**config.mk**
```make
export PLATFORM = sky130hd
export DESIGN_NAME = pcfd_regs
export DESIGN_NICKNAME = d
export VERILOG_FILES = /design/src/rtl/pcfd_pkg.sv /design/src/rtl/pcfd_regs.sv
export SDC_FILE = /design/constraint.sdc
export NUM_CORES = 1
export LEC_CHECK = 0
export BUFFER_PORTS_ARGS = -buffer_cell sky130_fd_sc_hd__buf_2
export CAP_MARGIN = 5
export CORE_MARGIN = 2
export CORE_UTILIZATION = 52
export DETAILED_ROUTE_END_ITERATION = 7
export PLACE_DENSITY_LB_ADDON = 0.1
export SYNTH_ARGS = -nofsm -noshare
export SYNTH_HDL_FRONTEND = slang
export SYNTH_SLANG_ARGS = --single-unit
```
**constraint.sdc**
```tcl
create_clock -name clk -period 1.5 [get_ports clk]
set_input_delay 0 -clock clk [delete_from_list [all_inputs] [get_ports clk]]
set_output_delay 0 -clock clk [all_outputs]
set_load 0.02 [all_outputs]
```
**src/rtl/pcfd_pkg.sv**
```systemverilog
// Shared types, register map and saturating arithmetic for the PID controller unit.
// No dependencies.
`default_nettype none

package pcfd_pkg;

	localparam int ADDR_W = 5;
	localparam int DATA_W = 32;
	localparam int IDX_W  = 3;
	// widest gain product: 32-bit gain times 18-bit error sum
	localparam int PROD_W = 50;

	// register indexes (byte address / 4)
	localparam logic [IDX_W-1:0] REG_KP        = 3'd0;
	localparam logic [IDX_W-1:0] REG_KI_HALF_T = 3'd1;
	localparam logic [IDX_W-1:0] REG_KD_SCALED = 3'd2;
	localparam logic [IDX_W-1:0] REG_D_POLE    = 3'd3;
	localparam logic [IDX_W-1:0] REG_OUT_MIN   = 3'd4;
	localparam logic [IDX_W-1:0] REG_OUT_MAX   = 3'd5;
	localparam logic [IDX_W-1:0] REG_INT_MIN   = 3'd6;
	localparam logic [IDX_W-1:0] REG_INT_MAX   = 3'd7;

	localparam logic signed [31:0] S32_MAX = 32'sh7FFF_FFFF;
	localparam logic signed [31:0] S32_MIN = 32'sh8000_0000;
	localparam logic signed [15:0] S16_MAX = 16'sh7FFF;
	localparam logic signed [15:0] S16_MIN = 16'sh8000;

	typedef struct packed {
		logic signed [31:0] kp;
		logic signed [31:0] ki_half_t;
		logic signed [31:0] kd_scaled;
		logic signed [16:0] d_pole;
		logic signed [15:0] out_min;
		logic signed [15:0] out_max;
		logic signed [15:0] int_min;
		logic signed [15:0] int_max;
	} cfg_t;

	// saturate a gain product to signed 32 bits
	function automatic logic signed [31:0] sat_prod(input logic signed [PROD_W-1:0] v);
		logic [PROD_W-32:0] top;
		top = v[PROD_W-1:31];
		if ((&top) || !(|top)) begin
			return v[31:0];
		end else if (v[PROD_W-1]) begin
			return S32_MIN;
		end else begin
			return S32_MAX;
		end
	endfunction

	// saturating signed 32-bit add
	function automatic logic signed [31:0] add_sat(input logic signed [31:0] a,
		input logic signed [31:0] b);
		logic [32:0] s;
		s = {a[31], a} + {b[31], b};
		if (s[32] == s[31]) begin
			return s[31:0];
		end else if (s[32]) begin
			return S32_MIN;
		end else begin
			return S32_MAX;
		end
	endfunction

	// saturating signed 32-bit negate
	function automatic logic signed [31:0] neg_sat(input logic signed [31:0] a);
		if (a == S32_MIN) begin
			return S32_MAX;
		end else begin
			return -a;
		end
	endfunction

endpackage

`default_nettype wire

```
**src/rtl/pcfd_regs.sv**
```systemverilog
// APB-style configuration register file for the PID controller unit.
// Depends on pcfd_pkg.
`default_nettype none

module pcfd_regs (
	input  wire logic                         clk,
	input  wire logic                         arst_n,
	input  wire logic                         psel,
	input  wire logic                         penable,
	input  wire logic                         pwrite,
	input  wire logic [pcfd_pkg::ADDR_W-1:0]  paddr,
	input  wire logic [pcfd_pkg::DATA_W-1:0]  pwdata,
	output logic      [pcfd_pkg::DATA_W-1:0]  prdata,
	output pcfd_pkg::cfg_t                    cfg
);

	logic                          wr_en;
	logic [pcfd_pkg::IDX_W-1:0]    idx;
	pcfd_pkg::cfg_t                cfg_q;

	assign wr_en = psel && penable && pwrite;
	assign idx   = paddr[pcfd_pkg::ADDR_W-1:2];

	// register writes
	always_ff @(posedge clk or negedge arst_n) begin
		if (!arst_n) begin
			cfg_q.kp        <= '0;
			cfg_q.ki_half_t <= '0;
			cfg_q.kd_scaled <= '0;
			cfg_q.d_pole    <= '0;
			cfg_q.out_min   <= pcfd_pkg::S16_MIN;
			cfg_q.out_max   <= pcfd_pkg::S16_MAX;
			cfg_q.int_min   <= pcfd_pkg::S16_MIN;
			cfg_q.int_max   <= pcfd_pkg::S16_MAX;
		end else if (wr_en) begin
			case (idx)
				pcfd_pkg::REG_KP:        cfg_q.kp        <= pwdata;
				pcfd_pkg::REG_KI_HALF_T: cfg_q.ki_half_t <= pwdata;
				pcfd_pkg::REG_KD_SCALED: cfg_q.kd_scaled <= pwdata;
				pcfd_pkg::REG_D_POLE:    cfg_q.d_pole    <= pwdata[16:0];
				pcfd_pkg::REG_OUT_MIN:   cfg_q.out_min   <= pwdata[15:0];
				pcfd_pkg::REG_OUT_MAX:   cfg_q.out_max   <= pwdata[15:0];
				pcfd_pkg::REG_INT_MIN:   cfg_q.int_min   <= pwdata[15:0];
				pcfd_pkg::REG_INT_MAX:   cfg_q.int_max   <= pwdata[15:0];
				default: ;
			endcase
		end
	end

	// read mux, narrow registers sign-extended
	always_comb begin
		case (idx)
			pcfd_pkg::REG_KP:        prdata = cfg_q.kp;
			pcfd_pkg::REG_KI_HALF_T: prdata = cfg_q.ki_half_t;
			pcfd_pkg::REG_KD_SCALED: prdata = cfg_q.kd_scaled;
			pcfd_pkg::REG_D_POLE:    prdata = {{15{cfg_q.d_pole[16]}}, cfg_q.d_pole};
			pcfd_pkg::REG_OUT_MIN:   prdata = {{16{cfg_q.out_min[15]}}, cfg_q.out_min};
			pcfd_pkg::REG_OUT_MAX:   prdata = {{16{cfg_q.out_max[15]}}, cfg_q.out_max};
			pcfd_pkg::REG_INT_MIN:   prdata = {{16{cfg_q.int_min[15]}}, cfg_q.int_min};
			pcfd_pkg::REG_INT_MAX:   prdata = {{16{cfg_q.int_max[15]}}, cfg_q.int_max};
			default:                 prdata = '0;
		endcase
	end

	assign cfg = cfg_q;

endmodule

`default_nettype wire

```
# After elaboration in Yosys (flattened, before gate mapping)
# Index checks and enable logic that the tools add are counted.
[op_classes]
add_sub_neg = 0
n_mul = 0
div = 0
n_lt_le_gt_ge = 0
eq_ne = 7
shifts = 0
mux = 1
bitwise_logic = 0
n_reduce_logical = 11
[op_table]
columns = ["cell", "n"]
rows = [
  ["case mux 32 bit (8 select lines)", 1],
  ["AND reduction 2 bit", 8],
  ["== test 3 bit, second input constant", 4],
  ["== test 3 x 2 -> 1 bit, second input constant", 2],
  ["== test 3 x 1 -> 1 bit, second input constant", 1],
  ["logical NOT 3 bit", 1],
  ["logical AND 1 bit", 2],
]
[word_totals]
register_bits = 177
latchBits = 0
ramBits = 0
mem_bits_ro = 0
input_bits = 42
output_inout_bits = 209
wordCells = 27
memories = 0

# Depth between registers and ports, before layout
# Gate-level depths: netlist (run 1).
[logic_depth]
depth_word = 3
mapped_depth = 6
ltp_nobuf = 3

# Worst setup path before layout (run 1)
# No wires, ideal clock.
[synth_timing]
path_type = "register to output"
start = "reg cfg_q, in the netlist cfg[63]"
end = "out prdata[17] in the netlist's numbering"
arrival_time_ns = 1.600
required_time_ns = 1.500
setup_slack_ns = -0.100
path_stages_with_launch = 6
n_path_buf = 2
cell_sequence = "dfstp_2 mux2i_1 o22a_1 clkbuf_1 clkbuf_1 a31oi_1"
[synth_between]
elab_chain_len = 1
[synth_rtl]
columns = ["element", "line", "text"]
rows = [
  ["start, declared", "pcfd_regs.sv:19", "pcfd_pkg::cfg_t cfg_q;"],
  ["case mux 32 bit (8 select lines)", "pcfd_regs.sv:52", "case (idx)"],
  ["end, declared", "pcfd_regs.sv:13", "output logic [pcfd_pkg::DATA_W-1:0] prdata,"],
]
# Every way passes these cells.

# Final worst setup path (run 1)
[layout_timing]
start = "reg cfg_q, in the netlist cfg[31]"
end = "out prdata[26] in the netlist's numbering"
# Same word-level chain as after synthesis.

==> metrics.md, run 1 <==
| Metric | Value |
|---|---|
| Status | `complete, but fails checks` |
| Failing checks | `negative setup slack` |
| Final net count | `962` |
| GP Congestion | `0.833` |
| CP cell instances | `mux2i_1, o22a_1, buf_12, a31oi_1, buf_4` |
| Fmax | `~560 MHz` |
| Initial Util | `a little over half` |
| Syn Inst Count | `around 600` |
| Minimum clock period | `around 1800 ps` |
| Clock Pin Slew Worst Setup and Hold Paths | `70 ps` |
| Fin. Hold Viols | `0` |
| Max reg flops | `177` |
| Share of the synthesized area in the top cell type | `a little over two fifths` |
| Drt pass-1 iters | `4` |
| Type of the worst setup path | `reg2out` |
| Synth Net Count | `645` |
| Final WS setup | `-279 ps` |
| Worst path required time | `about 1500 ps` |
| Worst EP arrival | `roughly 1800 ps` |
| CTS sink count | `between 150 and 200` |
| Adder-Cell Fraction of Synth Area | `0%` |
| Overall Power | `16.3 mW` |
| Final period util | `119%` |
| Rows | `46` |
| Layout cells sized above 1 | `between 60% and 70%` |
| Detailed-route DRC error count | `0` |
| Largest family of logic cells by synthesized area | `multiplexers` |
| RSZ-0062 raised after global routing | `true` |
| Fin Hold WS | `152 ps` |
| Routed WL | `24.1 mm` |
| Post-synthesis xor/xnor area fraction | `0%` |
| DP Area | `~10,000 µm²` |
| Clock Skew | `0 ps` |
| Simple-gate portion of the synthesized area | `about 5.2%` |
| Root buf cell | `clkbuf_16` |
| Post-synthesis sequential area ratio | `between 50 and 60%` |
| Chip width | `131 µm` |
| Post-synthesis compound-gate area fraction | `under 10%` |
| Area grow syn2layout | `37.7%` |
| Die Area | `around 17,000 µm²` |
| CP endpoint kind | `output pin` |
| Largest net degree at the start of global routing | `64` |
| Finished Core Util | `around 73%` |
| Synthesized cell area | `approximately 8300 µm²` |
| Antenna-violating nets left | `0` |
| Die H | `between 100 and 150 µm` |
| Syn Area/Cell | `around 14 µm²` |
| CP top delay family | `flip-flops` |
| Number of global-route vias before repair | `6,540` |
| CP Buf/Inv Count | `2` |
| Peak supply drop | `about 0.79 mV` |
| Area leader, netlist | `dfrtp_1` |
| Overflow after GRT | `0` |
| Slew headroom | `50.2%` |
| Antenna violations before repair | `0` |
| CTS tree | `done` |
| Initial DRC Count | `291` |
| Critical path depth | `5` |
| Startpoint Class | `flip-flop` |
| Dpl hpwl | `16.0 mm` |
| Final non-filler cell total | `between 1,000 and 1,500` |
| Area of the core | `~16,000 µm²` |
| Final Slew Violations | `0` |
| Flops & latches, synth | `177` |
| Post-synth cell types | `37` |
| H-Tree Depth | `4` |
| Via-to-Cell Ratio | `between 5 and 6` |
| CP max FO | `17` |
| Multiplexer area fraction after synthesis | `between 30% and 40%` |
| Wire per inst | `about 21 µm` |
| First-pass GRT wire length | `around 36 mm` |
| Num ports | `251` |
| Worst Max-Slew Pin Slew | `approximately 750 ps` |
| Max-cap check violation count | `0` |
| Antenna cell count | `0` |
| Reg2reg path depth | `2` |
| Later-pin clock latency in the skew report | `430 ps` |
| Leak | `around 5.7 nW` |
| Critical Path Max Stage Delay | `roughly 550 ps` |
| CTS buffer count | `17` |
| Top post-synthesis cells by area | `dfrtp_1 (44%), mux2_2 (17%), dfstp_2 (10%), mux2_4 (5.4%), mux2i_1 (5.3%)` |
| Critical-path top delay cell | `dfstp_2` |
| IO buf count | `roughly 250` |
| DR vias | `around 6,500` |
| Fillcell total | `roughly 1,100` |
| # setup viols final | `25` |
| Final instance area | `~11,000 µm²` |
| Worst hold path class | `in2async` |
| Ys Warns | `0` |
| Longest Clk Path Bufs | `2` |
| Cell count after placement | `roughly 1,100` |
| Power Density | `between 1000 and 1500 nW/µm²` |
| GRT Total Usage | `~28%` |
## report_power, final
group	internal [mW]	switching, mW
registers	5.84	0.738
clock network	2.80	1.84
logic	2.23	2.82
## kinds of logic (layout without fill, tap and decap cells)
logic type / count (synthesis) / after routing
flops: 177 / 177
mux: 223 / 223
compound gates: 80 / 80
buf+inv: 50 / 380
simple gates: 73 / 73
## per-stage QoR
step           setup WS, ps  TNS, ps
2_1_floorplan         -99.7     -984
3_3_place_gp           62.2        0
3_5_place_dp           36.1        0
4_1_cts                -290    -4740
5_1_grt                -331    -6600
6_report               -279    -4410
## per-layer routing
| layer | track usage (%) | part of all wire, % |
|---|---|---|
| met5 | 0 | 0 |
| met4 | 11.1 | 2.6 |
| met3 | 8.02 | 7.6 |
| met2 | 45.6 | 48 |
| met1 | 36.5 | 42 |
## layout by cell type (no fill, tap or decap), types with 4 or more instances in the layout
| cell type | n |
|---|---|
| a211oi_2 | 8 |
| dlygate4sd3_1 | 34 |
| mux2_4 | 32 |
| a31oi_1 | 11 |
| dfstp_2 | 32 |
| buf_2 | 214 |
| nor3b_1 | 8 |
| a211oi_1 | 4 |
| mux2_1 | 26 |
| clkbuf_16 | 17 |
| nor2_1 | 20 |
| buf_4 | 69 |
| a31oi_2 | 5 |
| o22a_1 | 14 |
| o22ai_1 | 13 |
| buf_12 | 11 |
| nor2b_1 | 17 |
| dfrtp_1 | 145 |
| mux2i_1 | 43 |
| clkbuf_8 | 4 |
| nor2_2 | 5 |
| nor3b_2 | 5 |
| buf_6 | 16 |
| mux2_2 | 121 |
| a32oi_1 | 16 |
## timing repair
item	CTS	global route
pin swaps	22	12
endpoints found under the hold margin	336	0
resized for setup	48	29
setup buffers	18	0
endpoints found under the setup margin	32	32
hold buffers	34	0
## worst register-to-register path: stages (launching register included)
cell and delay (ps):
dfrtp_1 390, buf_4 150, mux2_2 260
## synth_stat cells, drive strengths merged
library cell / n
inv: 3
nand2b: 3
o22ai: 13
a221oi: 1
a211oi: 12
mux2i: 44
clkinv: 1
clkbuf: 17
nor2: 26
a221o: 2
a31oi: 17
a41oi: 1
buf: 29
o21ai: 1
nand4: 2
dfrtp: 145
nor2b: 18
o22a: 14
nand2: 4
and3: 1
a21oi: 1
and2: 1
mux2: 179
a32oi: 17
nand3: 1
a211o: 1
nand4b: 1
nor3b: 13
dfstp: 32
or3: 3
## final timing paths
check                          from         end  slack, ps
setup / recovery            cfg[31]  prdata[26]       -280
hold / removal               arst_n    cfg[107]        150
setup reg to reg            cfg[77]     cfg[77]        590
hold reg to reg            cfg[160]    cfg[160]        510
max in group asynchronous    arst_n     cfg[80]        220
min in group clk           paddr[2]     cfg[92]        270
## cell type report
| type | instances | area, µm² | area share (%) |
|---|---|---|---|
| clock buffer | 24 | 492 | 4.28 |
| clock inverter | 8 | 126 | 1.10 |
| inverter | 4 | 15.0 | 0.131 |
| multi-input combinational | 376 | 3780 | 32.9 |
| sequential | 177 | 4470 | 38.9 |
| tap | 216 | 270 | 2.35 |
| timing repair buffer | 344 | 2330 | 20.3 |
Power figures use the tool's default switching activity.
==> run 2, diff against run 1 <==
SKIP_CTS_REPAIR_TIMING = 1   (was default)
==> run 2 against run 1 <==
  * The flow still finishes with violations (negative setup slack)
  * Core utilization shrank 1.0 points
  * Clock skew is the same
  * Sequential share of layout area grew 0.55 points
  * Highest routed layer unchanged
  * First-iteration DRC count grew 11%
  * Die area is the same
  * Via count shrank 1.3%
  * Register-to-register slack gained 70 ps
==> metrics.md, run 2 (synthesis gave the netlist of run 1 again) <==
| Metric | Value |
|---|---|
| Overall Power | `16.1 mW (-1.0%)` |
| Final period util | `118% (-0.29 points)` |
| Fillcell total | `1,139 (+1.5%)` |
| Longest Clk Path Bufs | `2 (unchanged)` |
| Reg2reg path depth | `2 (unchanged)` |
| Detailed-route DRC error count | `0 (unchanged)` |
| Area grow syn2layout | `35.8%` |
| Dpl hpwl | `16.0 mm (unchanged)` |
| CP Buf/Inv Count | `2 (unchanged)` |
| Setup TNS | `-4560 ps (-149 ps)` |
| Type of the worst setup path | `reg2out` |
| Critical-path top delay cell | `dfstp_2` |
| Minimum clock period | `1770 ps (-4.30 ps)` |
| Layout cells sized above 1 | `58.5% (-1.7 points)` |
| CTS tree | `done` |
| Later-pin clock latency in the skew report | `430 ps (about the same)` |
| Fmax | `564 MHz (+0.24%)` |
| CTS buffer count | `17 (unchanged)` |
| GP Congestion | `0.833 (unchanged)` |
| Wire per inst | `20.9 µm (-0.13%)` |
| Area of the core | `15,800 µm² (unchanged)` |
| Root buf cell | `clkbuf_16` |
| Critical path depth | `5 (unchanged)` |
| CP endpoint kind | `output pin` |
| CP max FO | `17 (unchanged)` |
| Overflow after GRT | `0 (unchanged)` |
| H-Tree Depth | `4 (unchanged)` |
| RSZ-0062 raised after global routing | `true` |
| Slew headroom | `50.2% (about the same)` |
| Rows | `46 (unchanged)` |
| Clock Skew | `0 ps (unchanged)` |
| Largest net degree at the start of global routing | `64 (unchanged)` |
| Leak | `5.62 nW (-1.5%)` |
| Status | `complete, but fails checks` |
| Number of global-route vias before repair | `6,227 (-4.8%)` |
| Reg2reg end | `cfg[1]` |
| CP cell instances | `mux2i_1, o22a_1, buf_12, a31oi_1, buf_4` |
| # setup viols final | `28 (+12%)` |
| DP Area | `10,100 µm² (unchanged)` |
| CTS sink count | `177 (unchanged)` |
| Routed WL | `23.8 mm (-1.2%)` |
| Die H | `131 µm (unchanged)` |
| Final instance area | `11,300 µm² (-1.4%)` |
| Final WS setup | `-275 ps (+4.30 ps)` |
| Antenna cell count | `0 (unchanged)` |
| DR vias | `6,369 (-1.3%)` |
| Worst setup startpoint | `cfg[63]` |
| Drt pass-1 iters | `4 (unchanged)` |
| Reg-to-reg setup timing slack | `660 ps (+70 ps)` |
| Fin. Hold Viols | `0 (unchanged)` |
| Final net count | `950 (-1.2%)` |
| Final Slew Violations | `0 (unchanged)` |
| Max-cap check violation count | `0 (unchanged)` |
| Initial DRC Count | `322 (+11%)` |
| Most frequent cells in the layout | `buf_2 (214), dfrtp_1 (145), mux2_2 (123)` |
| Antenna-violating nets left | `0 (unchanged)` |
| Worst Max-Slew Pin Slew | `745 ps (-0.117 ps)` |
| Peak supply drop | `0.785 mV (-1.1%)` |
| Die Area | `17,100 µm² (unchanged)` |
| Failing checks | `negative setup slack` |
| Chip width | `131 µm (unchanged)` |
| Via-to-Cell Ratio | `5.60 (-0.28%)` |
| Worst EP arrival | `1770 ps (about the same)` |
| Clock Pin Slew Worst Setup and Hold Paths | `60 ps (about the same)` |
| IO buf count | `248 (unchanged)` |
| CP top delay family | `flip-flops` |
| Area of the multi-input gates | `3710 µm² (-1.8%)` |
| Worst path required time | `1500 ps (about the same)` |
| Finished Core Util | `71.8% (-1.0 points)` |
| Commonest non-fill, non-tap cell in the layout | `buf_2` |
| Critical Path Max Stage Delay | `540 ps (about the same)` |
| Antenna violations before repair | `0 (unchanged)` |
| Worst hold path class | `in2async` |
| Max reg flops | `177 (unchanged)` |
| Critical Path Sink | `prdata[25]` |
| First-pass GRT wire length | `35.0 mm (-3.7%)` |
| Power Density | `1420 nW/µm² (+0.41%)` |
| Num ports | `251 (unchanged)` |
| Startpoint Class | `flip-flop` |
| Initial Util | `52.9% (unchanged)` |
| Storage cell area | `4470 µm² (unchanged)` |
| Worst reg2reg startpoint | `cfg[1]` |
| GRT Total Usage | `27.4% (-0.90 points)` |
-- run 2: cell count changes in the layout (fill, tap and decap cells not counted), moves of 2 or more --
cell / previous run / this run
buf_4: 69 / 58
nor3b_2: 5 / 3
mux2_4: 32 / 30
a211oi_1: 4 / 8
nor3b_1: 8 / 10
mux2_2: 121 / 123
a211oi_2: 8 / 4
-- run 2: worst min-delay path by stage --
stage                     startpoint        to  slack [ps]  cells past startpoint
after floorplan               arst_n  cfg[100]        -300                      0
after global placement        arst_n  cfg[111]        -140                      1
after detailed placement      arst_n  cfg[175]        -140                      1
after CTS                     arst_n  cfg[175]        -600                      1
after global routing          arst_n   cfg[74]         160                      3
final                         arst_n   cfg[77]         160                      3
-- run 2: where the power goes --
part | total [mW] | internal, mW | switching, mW
clock | 4.62 | 2.80 | 1.82
combinational | 4.88 | 2.13 | 2.75
sequential | 6.59 | 5.84 | 0.752
total | 16.1 | 10.8 | 5.33
-- run 2: final cells by class --
class                           count  area share (%)
Clock buffer                       24            4.34
Clock inverter                      8            1.12
Inverter                            4           0.133
Multi-Input combinational cell    376            32.8
Sequential cell                   177            39.5
Tap cell                          216            2.39
Timing Repair Buffer              332            19.7
-- run 2: metal layers --
metal	global-route usage [%]	part of all wire [%]	wire length, µm	vias to the layer above
met5	0	0	0	-
met4	9.70	2.1	510	0
met3	7.70	6.9	1640	33
met2	44.3	48	11500	237
met1	35.8	43	10200	3237
li1	-	-	-	2862
-- run 2: stage by stage --
stage | worst slack, ps | instances | hold WS, ps
floorplan | -99.7 | 603 | -296
global placement | 62.2 | 1065 | -143
detailed placement | 36.1 | 1065 | -141
CTS | -322 | 1097 | -602
global route | -339 | 1137 | 163
finish | -275 | 1137 | 158
-- run 2: worst reg2reg max path: stages, from the launching register on --
cell,delay (ps)
dfstp_2,550
buf_4,100
mux2_2,130
